==> src/hw/rtl/cdsc_pkg.sv <==
package cdsc_pkg;

	localparam int SEQUENCE_SPACE = 1024;
	localparam int SEQ_W = 10;
	localparam int SIZE_W = 10;
	localparam int COUNT_W = 8;
	localparam logic [SEQ_W:0] SEQ_WRAP = SEQUENCE_SPACE[SEQ_W:0];
	localparam logic [1:0] VITAL_FLAG_MASK = 2'd1;

	typedef enum logic [1:0] {
		PH_HDR0    = 2'd0,
		PH_HDR1    = 2'd1,
		PH_SEQ     = 2'd2,
		PH_PAYLOAD = 2'd3
	} phase_t;

	typedef enum logic [1:0] {
		EV_HEADER  = 2'd0,
		EV_PAYLOAD = 2'd1,
		EV_RESEND  = 2'd2
	} event_kind_t;

	typedef struct packed {
		event_kind_t       event_kind;
		logic [1:0]        chunk_flags;
		logic [SIZE_W-1:0] chunk_size;
		logic [SEQ_W-1:0]  chunk_sequence;
		logic [SEQ_W-1:0]  expected_sequence;
		logic [7:0]        payload_byte;
		logic              last_in_chunk;
	} result_t;

endpackage

==> src/hw/rtl/chunk_deframer_with_sequence_check.sv <==
// Chunk deframer with sequence check.
// Input stream (s_*): one byte of a packet's chunk area per item. s_tuser
// marks the first byte of a packet; the chunk count and connection flag in
// s_tdata are sampled on that byte only.
// Output stream (m_*): header accepted, payload byte or resend request, with
// the kind in m_tuser and the last payload byte of a chunk flagged on m_tlast.
// Header bytes but the last, rejected chunks' payload and surplus bytes yield no item.
// Throughput: one input item per cycle; all parsing and the sequence compare
// are done in the cycle the byte is accepted and the result is registered.
// Each result is registered in the output stage before it appears on m_*.
// When the receiver stalls, one further result is held in a skid stage and
// s_tready drops only while that stage is occupied.
// Reset clears the parse state, the chunk count and the ack to zero, so bytes
// arriving before the first packet start are ignored.
module chunk_deframer_with_sequence_check (
	input  logic        clk,
	input  logic        arst_n,
	input  logic        s_tvalid,
	output logic        s_tready,
	input  logic [23:0] s_tdata,   // data_byte[7:0], chunk_count[15:8], connected[16], zero
	input  logic        s_tuser,   // packet_start
	output logic        m_tvalid,
	input  logic        m_tready,
	output logic [39:0] m_tdata,   // chunk_flags[1:0], chunk_size[11:2],
	                               // chunk_sequence[21:12], expected_sequence[31:22],
	                               // payload_byte[39:32]
	output logic [1:0]  m_tuser,   // event_kind
	output logic        m_tlast    // last_in_chunk
);
	import cdsc_pkg::*;

	logic    take, res_valid;
	result_t res, out_res;

	assign take = s_tvalid && s_tready;

	cdsc_parser u_parser (
		.clk          (clk),
		.arst_n       (arst_n),
		.take         (take),
		.data_byte    (s_tdata[7:0]),
		.packet_start (s_tuser),
		.chunk_count  (s_tdata[15:8]),
		.connected    (s_tdata[16]),
		.res_valid    (res_valid),
		.res          (res)
	);

	cdsc_out_skid u_out (
		.clk       (clk),
		.arst_n    (arst_n),
		.in_valid  (res_valid),
		.in_data   (res),
		.in_ready  (s_tready),
		.out_valid (m_tvalid),
		.out_data  (out_res),
		.out_ready (m_tready)
	);

	assign m_tdata = {out_res.payload_byte, out_res.expected_sequence,
	                  out_res.chunk_sequence, out_res.chunk_size, out_res.chunk_flags};
	assign m_tuser = out_res.event_kind;
	assign m_tlast = out_res.last_in_chunk;

endmodule

==> src/hw/rtl/cdsc_parser.sv <==
module cdsc_parser (
	input  logic                   clk,
	input  logic                   arst_n,
	input  logic                   take,
	input  logic [7:0]             data_byte,
	input  logic                   packet_start,
	input  logic [7:0]             chunk_count,
	input  logic                   connected,
	output logic                   res_valid,
	output cdsc_pkg::result_t      res
);
	import cdsc_pkg::*;

	phase_t              phase_q, phase_eff, phase_n;
	logic [7:0]          fhb_q, fhb_n, shb_q, shb_n;
	logic [SIZE_W-1:0]   rem_q, rem_eff, rem_n, rem_dec;
	logic [COUNT_W-1:0]  cnt_q, cnt_eff, cnt_n;
	logic [SEQ_W-1:0]    ack_q, ack_n, expect_seq, hdr_seq;
	logic [SEQ_W:0]      ack_inc;
	logic                disc_q, disc_eff, disc_n;
	logic                conn_q, conn_eff;
	logic [7:0]          hdr_shb;
	logic [1:0]          hdr_flags;
	logic [SIZE_W-1:0]   hdr_size;
	logic                vital_now;

	// a new packet abandons whatever was in progress
	assign phase_eff = packet_start ? PH_HDR0 : phase_q;
	assign cnt_eff   = packet_start ? chunk_count : cnt_q;
	assign conn_eff  = packet_start ? connected : conn_q;
	assign rem_eff   = packet_start ? '0 : rem_q;
	assign disc_eff  = packet_start ? 1'b0 : disc_q;

	assign ack_inc    = {1'b0, ack_q} + {{SEQ_W{1'b0}}, 1'b1};
	assign expect_seq = (ack_inc == SEQ_WRAP) ? '0 : ack_inc[SEQ_W-1:0];

	assign hdr_shb   = (phase_eff == PH_HDR1) ? data_byte : shb_q;
	assign hdr_flags = fhb_q[7:6];
	assign hdr_size  = {fhb_q[5:0], hdr_shb[3:0]};
	assign hdr_seq   = {hdr_shb[7:6], hdr_shb[5:4] | data_byte[7:6], data_byte[5:0]};
	assign vital_now = |(fhb_q[7:6] & VITAL_FLAG_MASK);
	assign rem_dec   = rem_eff - {{(SIZE_W-1){1'b0}}, 1'b1};

	always_comb begin
		phase_n   = phase_eff;
		cnt_n     = cnt_eff;
		rem_n     = rem_eff;
		disc_n    = disc_eff;
		ack_n     = ack_q;
		fhb_n     = fhb_q;
		shb_n     = shb_q;
		res_valid = 1'b0;
		res       = '0;
		case (phase_eff)
			PH_HDR0: begin
				if (cnt_eff != '0) begin
					cnt_n   = cnt_eff - {{(COUNT_W-1){1'b0}}, 1'b1};
					fhb_n   = data_byte;
					phase_n = PH_HDR1;
				end
			end
			PH_HDR1, PH_SEQ: begin
				shb_n = hdr_shb;
				if (phase_eff == PH_HDR1 && vital_now) begin
					phase_n = PH_SEQ;
				end else begin
					res_valid       = 1'b1;
					res.event_kind  = EV_HEADER;
					res.chunk_flags = hdr_flags;
					res.chunk_size  = hdr_size;
					if (phase_eff == PH_SEQ) begin
						res.chunk_sequence = hdr_seq;
						if (conn_eff) begin
							if (hdr_seq == expect_seq) begin
								ack_n = expect_seq;
							end else begin
								res.event_kind        = EV_RESEND;
								res.expected_sequence = expect_seq;
							end
						end
					end
					disc_n  = (res.event_kind == EV_RESEND);
					rem_n   = hdr_size;
					phase_n = (hdr_size != '0) ? PH_PAYLOAD : PH_HDR0;
				end
			end
			PH_PAYLOAD: begin
				if (rem_eff == '0) begin
					phase_n = PH_HDR0;
				end else begin
					rem_n = rem_dec;
					if (rem_dec == '0)
						phase_n = PH_HDR0;
					if (!disc_eff) begin
						res_valid         = 1'b1;
						res.event_kind    = EV_PAYLOAD;
						res.payload_byte  = data_byte;
						res.last_in_chunk = (rem_dec == '0);
					end
				end
			end
			default: begin
				phase_n = PH_HDR0;
			end
		endcase
		if (!take)
			res_valid = 1'b0;
	end

	always_ff @(posedge clk or negedge arst_n) begin
		if (!arst_n) begin
			phase_q <= PH_HDR0;
			cnt_q   <= '0;
			rem_q   <= '0;
			disc_q  <= 1'b0;
			conn_q  <= 1'b0;
			ack_q   <= '0;
			fhb_q   <= '0;
			shb_q   <= '0;
		end else if (take) begin
			phase_q <= phase_n;
			cnt_q   <= cnt_n;
			rem_q   <= rem_n;
			disc_q  <= disc_n;
			conn_q  <= conn_eff;
			ack_q   <= ack_n;
			fhb_q   <= fhb_n;
			shb_q   <= shb_n;
		end
	end

endmodule

==> src/hw/rtl/cdsc_out_skid.sv <==
module cdsc_out_skid (
	input  logic              clk,
	input  logic              arst_n,
	input  logic              in_valid,
	input  cdsc_pkg::result_t in_data,
	output logic              in_ready,
	output logic              out_valid,
	output cdsc_pkg::result_t out_data,
	input  logic              out_ready
);
	import cdsc_pkg::*;

	logic    main_valid_q, skid_valid_q;
	result_t main_q, skid_q;

	assign in_ready  = !skid_valid_q;
	assign out_valid = main_valid_q;
	assign out_data  = main_q;

	always_ff @(posedge clk or negedge arst_n) begin
		if (!arst_n) begin
			main_valid_q <= 1'b0;
			skid_valid_q <= 1'b0;
		end else if (skid_valid_q) begin
			// drain the skid stage once the receiver takes the waiting item
			if (out_ready) begin
				main_valid_q <= 1'b1;
				skid_valid_q <= 1'b0;
			end
		end else if (!main_valid_q || out_ready) begin
			main_valid_q <= in_valid;
		end else if (in_valid) begin
			skid_valid_q <= 1'b1;
		end
	end

	always_ff @(posedge clk) begin
		if (skid_valid_q) begin
			if (out_ready)
				main_q <= skid_q;
		end else if (!main_valid_q || out_ready) begin
			main_q <= in_data;
		end else if (in_valid) begin
			skid_q <= in_data;
		end
	end

endmodule

==> config.mk <==
export PLATFORM = sky130hd
export DESIGN_NAME = chunk_deframer_with_sequence_check
export DESIGN_NICKNAME = d
export VERILOG_FILES = /design/src/hw/rtl/cdsc_pkg.sv /design/src/hw/rtl/chunk_deframer_with_sequence_check.sv /design/src/hw/rtl/cdsc_parser.sv /design/src/hw/rtl/cdsc_out_skid.sv
export SDC_FILE = /design/constraint.sdc
export NUM_CORES = 1
export LEC_CHECK = 0
export BUFFER_PORTS_ARGS = -buffer_cell sky130_fd_sc_hd__buf_2
export CAP_MARGIN = 25
export CORE_ASPECT_RATIO = 0.8
export CORE_MARGIN = 4
export CORE_UTILIZATION = 56
export DETAILED_ROUTE_END_ITERATION = 16
export GPL_TIMING_DRIVEN = 0
export PLACE_DENSITY_LB_ADDON = 0.05
export SLEW_MARGIN = 20
export SYNTH_ARGS = -nofsm -noshare
export SYNTH_HDL_FRONTEND = slang
export SYNTH_SLANG_ARGS = --single-unit
==> constraint.sdc <==
create_clock -name clk -period 4.2 [get_ports clk]
set_input_delay 0.63 -clock clk [delete_from_list [all_inputs] [get_ports clk]]
set_output_delay 0.63 -clock clk [all_outputs]
set_load 0.01 [all_outputs]
==> results.toml <==
[logic_synthesis]
synthFlopType = "edfxtp_1"
synth_largest_area_cell = "edfxtp_1"
syn_inst = 583
ys_types = 68
synth_area_mm2 = 0.006820
syn-num-nets = 621
synth_top_area_share_pct = 37.86
synth-edff-count = 86
ys.warnings.count = 0
synthArstFlopShare_pct = 36.76
synth_seq_cells = 136
ys_seq_area_share_pct = 56.21
synth_area_leaders = "edfxtp_1, dfrtp_1, mux2_2, xnor2_1, o21ai_0"
synth_area_per_cell_um2 = 11.70

[power_and_ir_drop]
p_sw_mw = 1.479
power_per_cell_area_mw_per_mm2 = 558.7
power_mw = 4.461
ir_drop_v = 0.0003516
swShare_pct = 33.15
clock_power_share_pct = 32.1
leakage_nw = 3.390
seq_power_share_pct = 41.7
combPwrFrac_pct = 26.2
intPower_mw = 2.982

[finish]
nNetsFinal = 708
layout-drive-gt1-share_pct = 24.89
mostFrequentLayoutCells = "edfxtp_1, buf_2, nand2_1"
final_common_cell = "edfxtp_1"
instances_no_fill = 831
diodes = 0
area_delta_synth_final_pct = 17.08
final.fill_count = 887

[cts]
clock-root-buffer = "clkbuf_16"
hold_buffers = 0
clk_pin_slew_ps = 60
numCtsBuffers = 17
cts_sinks = 136
clk_path_buf_depth = 2
clk_latency_ps = 430
tritoncts = "done"
post_cts_buffers = 0
cts_max_level = 4

[sta]
finalCritPeriodShare_pct = 90.81
fin_worst_skew_ps = 9.484
max_freq_ghz = 0.2622
worst_slack_ps = 386.2
hold_viol = 0
rsz0062_at_grt = "false"
report.final.slew_viol_count = 0
tns_ps = 0
relSlewSlack_pct = 51.68
setup_viol = 0
hold_slack_ps = 238.7
min_period_ps = 3814
worst_slew_pin_slew_ps = 717.2

[global_route]
antenna_found_initial = 0
track_usage_pct = 23.92
use_met2_pct = 35.54
grt_util_met1_pct = 36.11
grtUsageMet3_pct = 4.972
grt_pass1_vias = 4785
grt_pass1_wl_um = 26170
grt_max_degree = 51
grt_most_used_layer = "met1"
grt_overflow_total = 0

[worst_hold_path]
hp-class = "input pin to async pin"

[floorplanning]
io_pins = 74
coreArea_mm2 = 0.01169
dieWidth_um = 131.4
die_h_um = 106.7
fp.dieArea_mm2 = 0.01402
start_util_pct = 58.33
rows = 35

[worst_setup_path]
arrival_ps = 3980
cp-end-kind = "register"
r2r_slack_ps = 980
critPathMaxFanout = 10
rr_worst_depth = 11
critPathRequiredTime_ps = 4370
worstSetupPathType = "input pin to register"
worst_setup_path_start_kind = "input pin"

[detailed_routing]
drt_iter0_markers = 367
vias = 4904
drtPass1Iterations = 5
drt_wl_total_um = 16140
wl_per_cell_um = 19.42
ant_nets = 0
vias_per_cell = 5.901
drc_errors = 0

[place]
post-place-ws_ps = -193.8
port-buffer-count = 65
hpwlAfterDp_um = 11390
gp_congestion = 0.8888
placed_cells = 799

[outcome]
run_status = "completed"

[job]
maxCapViolCount = 0
==> synth_stat cells, types with 3 or more instances <==
library cell,count
nor4_1,7
buf_6,3
and3_1,9
and2_1,12
o31ai_1,6
nand4_1,4
buf_2,3
nor2_1,41
mux2_2,39
ha_1,9
a32o_1,3
mux2i_1,7
nor2b_1,6
nor3b_1,3
or4_1,4
o21bai_1,3
o21ai_0,43
nor3_1,7
xor2_1,8
nand3b_1,3
inv_1,22
clkbuf_1,19
edfxtp_1,86
a31oi_1,5
nand2_1,56
a22o_1,18
nand3_1,15
dfrtp_1,50
o211ai_1,3
a21oi_1,13
xnor2_1,27
nand2b_1,5
==> sequential cells by signal (all words and copies together) (netlist names) <==
signal	count
u_out.out_data	43
u_out.out_valid	1
u_out.skid_valid_q	1
u_parser.disc_q	1
u_parser.conn_q	1
u_parser.cnt_q	8
u_parser.shb_q	8
u_out.skid_q	43
u_parser.fhb_q	8
u_parser.ack_q	10
u_parser.rem_q	10
u_parser.phase_q	2
==> critical path, stage by stage <==
cell and delay, ps:
buf_2 100, buf_2 190, inv_1 140, clkbuf_2 290, nand2_1 180, inv_1 120, ha_1 170, buf_6 140
mux2i_2 450, xnor2_1 220, nor3_1 90, a211o_1 340, or4_4 560, buf_6 160, a22o_1 190
==> stage by stage <==
stage	util, %	instance area (um2)
2_1_floorplan	-	6820
3_3_place_gp	62.70	7331
3_5_place_dp	63.47	7421
4_1_cts	68.25	7980
5_1_grt	68.29	7985
6_report	68.29	7985
==> power by group through the flow <==
stage	clock (mW)	combinational, mW	sequential [mW]
2_1_floorplan	0	0.731	1.92
3_3_place_gp	0	1.13	1.88
3_5_place_dp	0	1.16	1.88
4_1_cts	1.45	1.17	1.86
5_1_grt	1.51	1.30	1.90
6_report	1.43	1.17	1.86
==> what timing repair did <==
item,4_1_cts,5_1_grt
endpoints found under the hold margin,0,0
resized for setup,0,3
endpoints found under the setup margin,0,42
==> metal layers <==
| layer | wire length (um) | vias to the layer above |
|---|---|---|
| met5 | 0 | - |
| met1 | 7800 | 2423 |
| met3 | 964 | 21 |
| met2 | 7191 | 163 |
| li1 | - | 2297 |
| met4 | 186 | 0 |
==> path summary, 6_finish.rpt <==
check                                                 from                       endpoint
min in group clk                                  m_tready   u_out.skid_valid_q$_DFF_PN0_
min reg2reg                  u_parser.cnt_q[5]$_DFFE_PN0P_  u_parser.cnt_q[5]$_DFFE_PN0P_
max                                                s_tuser   u_out.out_data[17]$_DFFE_PP_
max reg2reg                u_parser.phase_q[0]$_DFFE_PN0P_   u_out.out_data[17]$_DFFE_PP_
min                                                 arst_n  u_parser.cnt_q[3]$_DFFE_PN0P_
max in group asynchronous                           arst_n   u_out.skid_valid_q$_DFF_PN0_
==> cell type report <==
| cell class | count | area (um2) | share of cell area (%) |
|---|---|---|---|
| inverters | 23 | 86.33 | 1.081 |
| multi-input cells | 395 | 2756 | 34.52 |
| well taps | 148 | 185.2 | 2.319 |
| clock buffers | 17 | 425.4 | 5.327 |
| flip-flops and latches | 136 | 3834 | 48.01 |
| repair buffers | 68 | 402.9 | 5.045 |
| plain buffers | 29 | 161.4 | 2.021 |
| clock inverters | 15 | 133.9 | 1.677 |
==> kinds of logic (layout without fill, tap and decap cells) <==
| group | after synthesis | count (layout) | share of synthesized area, % |
|---|---|---|---|
| AOI/OAI and AO/OA | 111 | 111 | 10.93 |
| adders and majority gates | 9 | 9 | 1.651 |
| muxes | 49 | 49 | 8.053 |
| buffers and inverters | 52 | 152 | 3.614 |
| xor gates and xnor gates | 36 | 36 | 4.898 |
| and+or+nand+nor | 190 | 190 | 14.64 |
| DFF | 136 | 136 | 56.21 |
Note: power is estimated with default switching activity, not from simulation.
